[src/rtl/asgr_pkg.sv]
`timescale 1ns / 1ps
// asgr_pkg: constants, result type and helper functions of the sgr escape parser
// no dependencies; used by ansi_sgr_escape_parser_unit
package asgr_pkg;

  // character codes
  localparam logic [7:0] CH_ESC      = 8'd27;
  localparam logic [7:0] CH_LBRACKET = 8'd91;
  localparam logic [7:0] CH_SEMI     = 8'd59;
  localparam logic [7:0] CH_ZERO     = 8'd48;
  localparam logic [7:0] CH_NINE     = 8'd57;
  localparam logic [7:0] CH_SGR_END  = 8'd109;

  // attribute layout: [2:0] colour, [3] bright, [4] invert
  localparam logic [4:0] ATTR_WHITE  = 5'd7;
  localparam logic [4:0] ATTR_BRIGHT = 5'd8;
  localparam logic [4:0] ATTR_INVERT = 5'd16;

  // parameter value ceiling and code ranges
  localparam logic [6:0] PARAM_MAX   = 7'd127;
  localparam logic [6:0] CODE_RESET  = 7'd0;
  localparam logic [6:0] CODE_BRIGHT = 7'd1;
  localparam logic [6:0] CODE_INVERT = 7'd7;
  localparam logic [6:0] CODE_FG_LO  = 7'd30;
  localparam logic [6:0] CODE_FG_HI  = 7'd37;
  localparam logic [6:0] CODE_HI_LO  = 7'd90;
  localparam logic [6:0] CODE_HI_HI  = 7'd97;

  // result queue depth
  localparam int unsigned QDEPTH = 4;
  localparam int unsigned QAW    = $clog2(QDEPTH);

  // one result
  typedef struct packed {
    logic       last_of_item;
    logic       end_of_line;
    logic       has_text;
    logic       segment_start;
    logic [4:0] attribute;
    logic [7:0] out_byte;
  } result_t;

  // letters that close a control sequence
  function automatic logic is_terminator(input logic [7:0] b);
    return b inside {"m", "A", "B", "C", "D", "E", "F", "G", "H", "J", "K",
                     "S", "T", "f", "i", "n", "k"};
  endfunction

  // apply one finished parameter to the working attribute
  function automatic logic [4:0] apply_param(input logic [6:0] pv,
                                             input logic       has_digit,
                                             input logic [4:0] a);
    logic [4:0] r;
    logic [6:0] d_fg;
    logic [6:0] d_hi;
    r    = a;
    d_fg = pv - CODE_FG_LO;
    d_hi = pv - CODE_HI_LO;
    if (has_digit) begin
      if (pv == CODE_RESET) begin
        r = ATTR_WHITE;
      end else if (pv == CODE_BRIGHT) begin
        r = a | ATTR_BRIGHT;
      end else if (pv == CODE_INVERT) begin
        r = a | ATTR_INVERT;
      end else if (pv >= CODE_FG_LO && pv <= CODE_FG_HI) begin
        r = {a[4:3], d_fg[2:0]};
      end else if (pv >= CODE_HI_LO && pv <= CODE_HI_HI) begin
        r = {a[4], 1'b1, d_hi[2:0]};
      end
    end
    return r;
  endfunction

  // next parameter value after one more decimal digit, saturating
  function automatic logic [6:0] add_digit(input logic [6:0] pv, input logic [7:0] b);
    logic [10:0] v;
    v = 11'(pv) * 11'd10 + 11'(b - CH_ZERO);
    return (v > 11'(PARAM_MAX)) ? PARAM_MAX : v[6:0];
  endfunction

endpackage

[src/rtl/ansi_sgr_escape_parser_unit.sv]
`timescale 1ns / 1ps
// ansi_sgr_escape_parser_unit: strips sgr escape sequences from a byte stream
// depends on asgr_pkg
//
// an accepted byte's results are registered in the result queue before they reach the output
// throughput: one byte per cycle while s_tready is high; a byte that yields two results (lone esc
//   followed by text) writes both into the queue, absorbed by a 4-entry result queue
// s_tready depends on registered queue occupancy only
// rst (synchronous) empties the queue and returns the parser to text mode, white
module ansi_sgr_escape_parser_unit (
  input  logic        clk,
  input  logic        rst,
  input  logic        s_tvalid,
  output logic        s_tready,
  input  logic [7:0]  s_tdata,   // [7:0] text_byte
  input  logic        s_tlast,   // line_end
  output logic        m_tvalid,
  input  logic        m_tready,
  output logic [15:0] m_tdata,   // [7:0] out_byte, [12:8] attribute, [13] segment_start,
                                 // [14] last_of_item, [15] zero
  output logic        m_tuser,   // has_text
  output logic        m_tlast    // end_of_line
);

  typedef enum logic [1:0] {
    MODE_TEXT = 2'd0,
    MODE_ESC  = 2'd1,
    MODE_SEQ  = 2'd2
  } mode_t;

  // parser state
  mode_t      mode;
  logic [4:0] cur_attr;
  logic [4:0] work_attr;
  logic [6:0] param_value;
  logic       param_has_digit;
  logic       param_closed;
  logic       seg_pending;

  mode_t      mode_next;
  logic [4:0] cur_attr_next;
  logic [4:0] work_attr_next;
  logic [6:0] param_value_next;
  logic       param_has_digit_next;
  logic       param_closed_next;
  logic       seg_pending_next;

  // results of the current byte
  asgr_pkg::result_t res0;
  asgr_pkg::result_t res1;
  logic [1:0]        res_cnt;

  // result queue
  asgr_pkg::result_t         q [asgr_pkg::QDEPTH];
  logic [asgr_pkg::QAW-1:0]  wr_ptr;
  logic [asgr_pkg::QAW-1:0]  rd_ptr;
  logic [asgr_pkg::QAW:0]    count;
  logic [asgr_pkg::QAW:0]    count_next;

  logic in_take;
  logic out_take;
  logic [7:0] b;
  logic       eol;
  logic       esc_prefix;
  logic       main_emit;
  logic [4:0] applied;
  logic [1:0] text_cnt;

  assign b        = s_tdata;
  assign eol      = s_tlast;
  assign s_tready = (count <= (asgr_pkg::QAW + 1)'(asgr_pkg::QDEPTH - 2));
  assign in_take  = s_tvalid && s_tready;
  assign m_tvalid = (count != '0);
  assign out_take = m_tvalid && m_tready;
  assign applied  = asgr_pkg::apply_param(param_value, param_has_digit, work_attr);

  // per-byte parse and result build
  always_comb begin
    asgr_pkg::result_t first;
    asgr_pkg::result_t second;
    first                = '0;
    second               = '0;
    mode_next            = mode;
    cur_attr_next        = cur_attr;
    work_attr_next       = work_attr;
    param_value_next     = param_value;
    param_has_digit_next = param_has_digit;
    param_closed_next    = param_closed;
    seg_pending_next     = seg_pending;
    esc_prefix           = 1'b0;
    main_emit            = 1'b0;

    if (mode == MODE_SEQ) begin
      // inside a control sequence
      if (asgr_pkg::is_terminator(b)) begin
        if (b == asgr_pkg::CH_SGR_END) begin
          cur_attr_next = applied;
        end
        work_attr_next       = applied;
        param_value_next     = '0;
        param_has_digit_next = 1'b0;
        param_closed_next    = 1'b0;
        mode_next            = MODE_TEXT;
        seg_pending_next     = 1'b1;
      end else if (b == asgr_pkg::CH_SEMI) begin
        work_attr_next       = applied;
        param_value_next     = '0;
        param_has_digit_next = 1'b0;
        param_closed_next    = 1'b0;
      end else if (b >= asgr_pkg::CH_ZERO && b <= asgr_pkg::CH_NINE) begin
        if (!param_closed) begin
          param_value_next     = asgr_pkg::add_digit(param_value, b);
          param_has_digit_next = 1'b1;
        end
      end else begin
        param_closed_next = 1'b1;
      end
    end else if (mode == MODE_ESC && b == asgr_pkg::CH_LBRACKET) begin
      // sequence opens
      mode_next            = MODE_SEQ;
      work_attr_next       = cur_attr;
      param_value_next     = '0;
      param_has_digit_next = 1'b0;
      param_closed_next    = 1'b0;
    end else begin
      // text path, possibly with a held esc emitted first
      esc_prefix = (mode == MODE_ESC);
      if (b == asgr_pkg::CH_ESC) begin
        main_emit = eol;
        mode_next = eol ? MODE_TEXT : MODE_ESC;
      end else begin
        main_emit = 1'b1;
        mode_next = MODE_TEXT;
      end
      if (esc_prefix || main_emit) begin
        seg_pending_next = 1'b0;
      end
    end

    text_cnt = {1'b0, esc_prefix} + {1'b0, main_emit};

    first.out_byte      = esc_prefix ? asgr_pkg::CH_ESC : b;
    first.attribute     = cur_attr;
    first.segment_start = seg_pending;
    first.has_text      = 1'b1;
    second.out_byte     = b;
    second.attribute    = cur_attr;
    second.has_text     = 1'b1;

    // bare line-end marker when nothing else is emitted
    if (text_cnt == 2'd0) begin
      first = '0;
    end

    if (text_cnt == 2'd2) begin
      second.last_of_item = 1'b1;
      second.end_of_line  = eol;
    end else begin
      first.last_of_item = 1'b1;
      first.end_of_line  = eol;
    end

    res0 = first;
    res1 = second;
    if (text_cnt != 2'd0) begin
      res_cnt = text_cnt;
    end else begin
      res_cnt = eol ? 2'd1 : 2'd0;
    end

    // line end returns everything to its start values
    if (eol) begin
      mode_next            = MODE_TEXT;
      cur_attr_next        = asgr_pkg::ATTR_WHITE;
      work_attr_next       = asgr_pkg::ATTR_WHITE;
      param_value_next     = '0;
      param_has_digit_next = 1'b0;
      param_closed_next    = 1'b0;
      seg_pending_next     = 1'b1;
    end
  end

  // parser state registers
  always_ff @(posedge clk) begin
    if (rst) begin
      mode            <= MODE_TEXT;
      cur_attr        <= asgr_pkg::ATTR_WHITE;
      work_attr       <= asgr_pkg::ATTR_WHITE;
      param_value     <= '0;
      param_has_digit <= 1'b0;
      param_closed    <= 1'b0;
      seg_pending     <= 1'b1;
    end else if (in_take) begin
      mode            <= mode_next;
      cur_attr        <= cur_attr_next;
      work_attr       <= work_attr_next;
      param_value     <= param_value_next;
      param_has_digit <= param_has_digit_next;
      param_closed    <= param_closed_next;
      seg_pending     <= seg_pending_next;
    end
  end

  // queue occupancy
  always_comb begin
    count_next = count;
    if (in_take) begin
      count_next = count_next + (asgr_pkg::QAW + 1)'(res_cnt);
    end
    if (out_take) begin
      count_next = count_next - 1'b1;
    end
  end

  // queue pointers
  always_ff @(posedge clk) begin
    if (rst) begin
      wr_ptr <= '0;
      rd_ptr <= '0;
      count  <= '0;
    end else begin
      count <= count_next;
      if (in_take) begin
        wr_ptr <= wr_ptr + asgr_pkg::QAW'(res_cnt);
      end
      if (out_take) begin
        rd_ptr <= rd_ptr + 1'b1;
      end
    end
  end

  // queue storage
  always_ff @(posedge clk) begin
    if (in_take && res_cnt != 2'd0) begin
      q[wr_ptr] <= res0;
      if (res_cnt == 2'd2) begin
        q[wr_ptr + 1'b1] <= res1;
      end
    end
  end

  // output transaction fields
  always_comb begin
    asgr_pkg::result_t head;
    head    = q[rd_ptr];
    m_tdata = {1'b0, head.last_of_item, head.segment_start, head.attribute, head.out_byte};
    m_tuser = head.has_text;
    m_tlast = head.end_of_line;
  end

  // checks
  a_count_bound: assert property (@(posedge clk) disable iff (rst)
    count <= (asgr_pkg::QAW + 1)'(asgr_pkg::QDEPTH))
    else $error("result queue overflow");

  a_eol_is_last: assert property (@(posedge clk) disable iff (rst)
    m_tvalid && m_tlast |-> m_tdata[14])
    else $error("end of line on a result that is not last of its byte");

  a_marker_clean: assert property (@(posedge clk) disable iff (rst)
    m_tvalid && !m_tuser |-> (m_tdata[13:0] == '0) && m_tlast)
    else $error("bare marker carries text fields");

  a_line_reset: assert property (@(posedge clk) disable iff (rst)
    in_take && s_tlast |=> mode == MODE_TEXT && seg_pending &&
                           cur_attr == asgr_pkg::ATTR_WHITE)
    else $error("parser not back at line start after line end");

  a_seq_no_text: assert property (@(posedge clk) disable iff (rst)
    in_take && mode == MODE_SEQ && !s_tlast |-> res_cnt == 2'd0)
    else $error("text emitted from inside a control sequence");

endmodule
[config.mk]
export PLATFORM = sky130hd
export DESIGN_NAME = ansi_sgr_escape_parser_unit
export DESIGN_NICKNAME = d
export VERILOG_FILES = /design/src/rtl/asgr_pkg.sv /design/src/rtl/ansi_sgr_escape_parser_unit.sv
export SDC_FILE = /design/constraint.sdc
export NUM_CORES = 1
export LEC_CHECK = 0
export ABC_AREA = 0
export BUFFER_PORTS_ARGS = -buffer_cell sky130_fd_sc_hd__buf_2
export CAP_MARGIN = 30
export CORE_ASPECT_RATIO = 0.8
export CORE_MARGIN = 2
export CORE_UTILIZATION = 55
export DETAILED_ROUTE_END_ITERATION = 10
export PLACE_DENSITY = 0.73
export SLEW_MARGIN = 25
export SYNTH_ARGS = -nofsm -noshare
export SYNTH_HDL_FRONTEND = slang
export SYNTH_SLANG_ARGS = --single-unit
[constraint.sdc]
create_clock -name clk -period 5.5 [get_ports clk]
set_input_delay 0.825 -clock clk [delete_from_list [all_inputs] [get_ports clk]]
set_output_delay 0.825 -clock clk [all_outputs]
set_load 0.005 [all_outputs]
==> results of run 1 <==
-- per-layer routing --
layer / up-vias / GRT usage
li1: 2090 / -
met1: 2132 / 0.326
met2: 178 / 0.412
met3: 18 / 0.0486
met4: 0 / 0.0675
met5: - / 0
-- flip-flops by register name, summed over array words and instances (netlist names), named ones only --
register,count
q,68
seg_pending,1
rd_ptr,2
param_value,7
count,3
param_has_digit,1
work_attr,5
mode,2
param_closed,1
cur_attr,5
wr_ptr,2
-- cell usage after synthesis (2+ instances only) --
cell type  instances
a211oi_1           3
a21o_1            13
a21oi_1           21
a22o_1             2
a22oi_1            2
a311oi_1           2
a31oi_1            9
a41oi_1            2
and2_1            35
and3_1             2
and3_2             2
buf_1              3
buf_2              4
clkbuf_1          15
dfxtp_1           39
edfxtp_1          60
fa_1               3
ha_1              33
inv_1             22
mux2i_1            5
mux4_2            17
nand2_1           37
nand2b_1          12
nand3_1           12
nand3b_1           5
nand4_1            4
nor2_1            52
nor2b_1           11
nor3_1            16
nor4b_1            4
o211a_1            2
o211ai_1          11
o21a_1            14
o21ai_0           17
o22ai_1            2
o2bb2ai_1          3
o41ai_1            2
or2_2              2
or3_1              6
or3b_1             3
xnor2_1           13
xor2_1             5
-- cell usage in the layout (no fill, tap or decap), types with 17 or more instances in the layout --
master and count:
edfxtp_1 60, inv_1 22, ha_1 33, buf_2 31, nand2_1 37, and2_1 35, o21ai_0 17, a21oi_1 21
nor2_1 52, mux4_2 17, dfxtp_1 39
-- power breakdown --
group          switching, mW  internal, mW
Clock                  0.272         0.307
Combinational          0.345         0.306
Sequential            0.0642         0.921
-- kinds of logic after synthesis --
logic type | synth area share
AO/OA/AOI/OAI | 0.145
adder cells (fa/ha/maj) | 0.0811
other | 0.000643
buffers and inverters | 0.0324
AND/OR/NAND/NOR | 0.195
flip-flops | 0.443
multiplexers | 0.0761
XOR/XNOR | 0.0270
-- worst min-delay path by stage --
stage	slack, ns	from	end	cells after the start
floorplan	0.42	q[2][14]	q[2][14]	1
global placement	0.44	q[2][14]	q[2][14]	1
detailed placement	0.44	q[2][14]	q[2][14]	1
CTS	0.46	q[2][14]	q[2][14]	1
global route	0.48	q[2][14]	q[2][14]	1
finish	0.46	q[0][14]	q[0][14]	1
-- per-stage QoR --
stage                     utilization  hold WS [ns]  setup slack, ns
final                           0.616         0.464             1.63
after global routing            0.616         0.482             1.27
after CTS                       0.616         0.463             1.63
after detailed placement        0.590         0.444             1.29
after global placement          0.590         0.438             1.44
after floorplan                     -         0.421             1.56
-- worst register-to-register path: stages, from the launching register on --
cell      delay [ns]
dfxtp_1         0.68
ha_1            0.34
ha_1            0.23
fa_1            0.40
a21o_1          0.19
a21oi_1         0.17
xnor2_1         0.16
ha_1            0.32
a21oi_1         0.19
nand2_1         0.08
o41ai_1         0.30
xnor2_1         0.15
a311o_1         0.46
o211ai_1        0.13
-- layout make-up --
cell class	count	area, um^2	share of cell area
clock buffer	10	229	0.0361
multi-input combinational	411	3060	0.483
clock inverter	6	42.5	0.00671
inverter	22	82.6	0.0130
tap	140	175	0.0276
timing repair buffer	32	163	0.0257
sequential	99	2580	0.408
==> results.yml, run 1 <==
status:
  status: "finished clean"
clocking:
  cts_inserted_buffers: 9
  insertion_delay_ns: 0.35
  clkSinkCount: 99
  clk_pin_slew_ns: 0.07
  cts_root_buffer: "clkbuf_16"
  post_cts_resized: 0
  cts_buffer_depth: 2
  cts_tree: "built"
  htreeDepth: 3
  cts_setup_buffers: 0
  hold_buffers: 0
floorplan:
  fp.coreArea_um2: 10300
  die_h_um: 96.1
  ios: 33
  num_rows: 33
  start_util: 0.567
  die_area_um2: 11500
  die_w_um: 119
sta:
  worst_pin_slew_ns: 0.894
  period_share: 0.703
  fmax_mhz: 259
  setup_tns_ns: 0
  hold_viol: 0
  slew_headroom: 0.403
  fin_crit_ns: 3.87
  rsz0062_at_grt: "no"
  setup_viol: 0
  slew_viol_final: 0
  skew_ns: 0.00859
detailed_routing:
  wl_per_cell_um: 18.5
  drc: 0
  num_vias: 4418
  vias_per_cell: 6.14
  top_layer: "met4"
  initialDrtViolationCount: 455
  wl_met2_um: 6380
  firstDrtPassIters: 5
  wl_met1_um: 5830
  detail-route-antenna-nets: 0
  wl_met3_um: 906
  routed_wl_um: 13300
grt:
  grt-ovfl-total: 0
  first_global_vias: 4195
  grt.total_usage: 0.244
  grt_antenna_before_repair: 0
  grt_max_degree: 25
  grt_pass1_wl_um: 21600
final_layout:
  drive_above_1_share: 0.129
  final_area_um2: 6340
  fillers: 850
  final_cells: 720
  syn2layout_area_growth_pct: 8.62
  n_antenna_cell: 0
  finalNetCount: 624
setup_path:
  end_kind: "flop"
  slowest_stage: "fa_1"
  r2r-end: "param_value[3]"
  cpPeakStageDelay_ns: 0.44
  arrival_ns: 4.09
  cp_max_fo: 12
  worstPathCellList: "buf_2 -> nor4bb_1 -> nand3_1 -> o21ai_0 -> nand2b_1 -> ha_1 -> mux2i_1 -> inv_1 -> ha_1 -> fa_1 -> mux2i_1 -> ha_1 -> nand2_1 -> xnor2_1 -> nor2_1"
  cpMostUsedCell: "ha_1"
  crit_type: "in2reg"
  critPathTopFamily: "adder cells"
  cp.required_ns: 5.72
  timing.rr.start: "param_value[1]"
  r2r_setup_slack_ns: 1.65
  reg2reg_depth: 13
  start_kind: "input pin"
  crit_path_start: "s_tdata[0]"
  worstSetupPathDepth: 15
  cp_num_buf_inv: 2
  crit_end: "count[2]"
placement:
  io_buffers: 31
  dpl.hpwl_um: 9690
  placed_area_um2: 6060
  gp_congestion: 0.922
  dp_cells: 704
logic_synthesis:
  yosysSeqAreaShare: 0.443
  yosys_warnings: 0
  synthFlopType: "edfxtp_1"
  synth_cells: 556
  synth_cell_types: 71
  synth_seq_cells: 99
  postSynthAreaPerCell_um2: 10.5
  yosys.area.top_type: "edfxtp_1"
  synth_area_um2: 5830
  synthArstFlopShare: 0
  netlist.area_leader.share: 0.309
  synth_edf_count: 60
  syn-num-nets: 605
  yosys-top-cells-area: "edfxtp_1 31%, dfxtp_1 13%, ha_1 7.1%, mux4_2 6.6%, and2_1 3.8%"
run:
  maxCapViolations: 0
pwr:
  powerDensity_nw_per_um2: 350
  p_total_mw: 2.21
  irDropWorstVdd_v: 0.000169
  p_leak_nw: 2.55
min_path:
  hp-class: "reg2reg"
Note: power is estimated with default switching activity, not from simulation.
==> inputs of run 2 (changes only) <==
clock period = 3.88 ns   (was 5.5 ns; I/O delays follow)
==> run 2 against run 1 <==
Compared with the run above: via count up 0.34%; register-to-register slack worse by 1.3 ns; worst setup slack worse by 1.3 ns.
==> results.yml, run 2 (synthesized netlist as in run 1, its figures left out) <==
status:
  status: "finished clean"
sta:
  period_share: 0.915
  setup_viol: 0
  slew_viol_final: 0
  rsz0062_at_grt: "no"
  setup_tns_ns: 0
  fmax_mhz: 282
  setup_ws_ns: 0.331
  hold_viol: 0
  timing.hold.ws_ns: 0.467
  skew_ns: 0.0127
  fin_crit_ns: 3.55
  worst_pin_slew_ns: 0.909
  slew_headroom: 0.393
setup_path:
  r2r_setup_slack_ns: 0.33
  start_kind: "flop"
  cp_num_buf_inv: 0
  cpPeakStageDelay_ns: 0.45
  worstPathCellList: "ha_1 -> ha_1 -> fa_1 -> a21o_1 -> a21oi_1 -> xnor2_1 -> ha_1 -> a21oi_1 -> nand2_1 -> o41ai_1 -> xnor2_1 -> a311o_1 -> o211ai_1"
  cpMostUsedCell: "ha_1"
  end_kind: "flop"
  crit_type: "reg2reg"
  cp_max_fo: 7
  timing.rr.start: "param_value[3]"
  r2r-end: "param_value[3]"
  slowest_stage: "a311o_1"
  arrival_ns: 3.82
  critPathTopFamily: "compound AO/OA/AOI/OAI gates"
  reg2reg_depth: 13
  cp.required_ns: 4.15
floorplan:
  die_h_um: 96.1
  die_area_um2: 11500
  fp.coreArea_um2: 10300
  ios: 33
  start_util: 0.567
  die_w_um: 119
  num_rows: 33
min_path:
  hold_depth: 1
  hold_start: "q[2][14]"
  min_to: "q[2][14]"
  hp-class: "reg2reg"
detailed_routing:
  firstDrtPassIters: 6
  num_vias: 4433
  wl_per_cell_um: 18.4
  vias_per_cell: 6.06
  detail-route-antenna-nets: 0
  drc: 0
  routed_wl_um: 13500
  initialDrtViolationCount: 453
clocking:
  clk_pin_slew_ns: 0.07
  cts_root_buffer: "clkbuf_16"
  cts_tree: "built"
  cts_buffer_depth: 2
  hold_buffers: 0
  post_cts_resized: 0
  cts_inserted_buffers: 9
  htreeDepth: 3
  cts_setup_buffers: 0
  clkSinkCount: 99
  insertion_delay_ns: 0.35
final_layout:
  layout_commonest_cell: "edfxtp_1"
  top_register: "q"
  final_cells: 731
  drive_above_1_share: 0.147
  top_regs: "q (68), param_value (7)"
  register_area_um2: 2580
  finalNetCount: 635
  syn2layout_area_growth_pct: 10.9
  largest_register_ffs: 68
  layout_common_cells: "60 x edfxtp_1, 52 x nor2_1, 39 x dfxtp_1"
  multi_input_area_um2: 3060
  n_antenna_cell: 0
  fillers: 821
  fin_util: 0.629
  final_area_um2: 6470
grt:
  first_global_vias: 4346
  grt-ovfl-total: 0
  grt_antenna_before_repair: 0
  grt_max_degree: 25
  grt_pass1_wl_um: 22400
  grt.total_usage: 0.253
placement:
  placed_area_um2: 6160
  dp_cells: 715
  io_buffers: 31
  dpl.hpwl_um: 9860
  pre_cts_slack_ns: 0.274
  gp_congestion: 0.894
pwr:
  powerDensity_nw_per_um2: 502
  p_leak_nw: 2.64
  p_total_mw: 3.25
  irDropWorstVdd_v: 0.000288
run:
  maxCapViolations: 0
-- run 2: changes by cell type in the layout (fill, tap and decap cells not counted) --
cell / previous run / this run
buf_4: 1 / 11
clkinv_4: 3 / 1
buf_12: 0 / 1
bufinv_16: 0 / 1
clkbuf_16: 9 / 10
clkinv_1: 1 / 0
clkinv_2: 1 / 2
clkinvlp_4: 1 / 0
inv_6: 0 / 1
-- run 2: worst register-to-register path: stages, from the launching register on --
cell and delay (ns):
dfxtp_1 0.44, ha_1 0.29, ha_1 0.24, fa_1 0.40
a21o_1 0.19, a21oi_1 0.18, xnor2_1 0.14, ha_1 0.31
a21oi_1 0.19, nand2_1 0.07, o41ai_1 0.30, xnor2_1 0.13
a311o_1 0.45, o211ai_1 0.13
-- run 2: layer usage --
metal | share of wire | track usage | vias to the layer above
met3 | 0.049 | 0.0456 | 19
met1 | 0.45 | 0.335 | 2184
met2 | 0.49 | 0.433 | 120
met5 | 0 | 0 | -
met4 | 0.016 | 0.0694 | 0
li1 | - | - | 2110
-- run 2: worst max-delay path by stage --
stage / endpoint / cells after the start / start / slack (ns)
2_1_floorplan: count[1] / 15 / s_tdata[0] / 0.18
3_3_place_gp: count[2] / 15 / s_tdata[0] / 0.38
3_5_place_dp: count[2] / 15 / s_tdata[0] / 0.27
4_1_cts: param_value[3] / 13 / param_value[3] / 0.32
5_1_grt: param_value[2] / 13 / param_value[3] / 0.09
6_report: param_value[3] / 13 / param_value[3] / 0.33
-- run 2: report_power, final --
| group | total [mW] | internal, mW | switching (mW) |
|---|---|---|---|
| Combinational | 0.930 | 0.449 | 0.481 |
| Sequential | 1.40 | 1.30 | 0.0938 |
| Clock | 0.923 | 0.540 | 0.383 |
-- run 2: layout make-up --
| cell class | instances | share of cell area |
|---|---|---|
| well taps | 140 | 0.0271 |
| clock buffers | 11 | 0.0392 |
| flip-flops and latches | 99 | 0.399 |
| inverters | 22 | 0.0128 |
| multi-input cells | 411 | 0.473 |
| repair buffers | 43 | 0.0398 |
| clock inverters | 5 | 0.00889 |
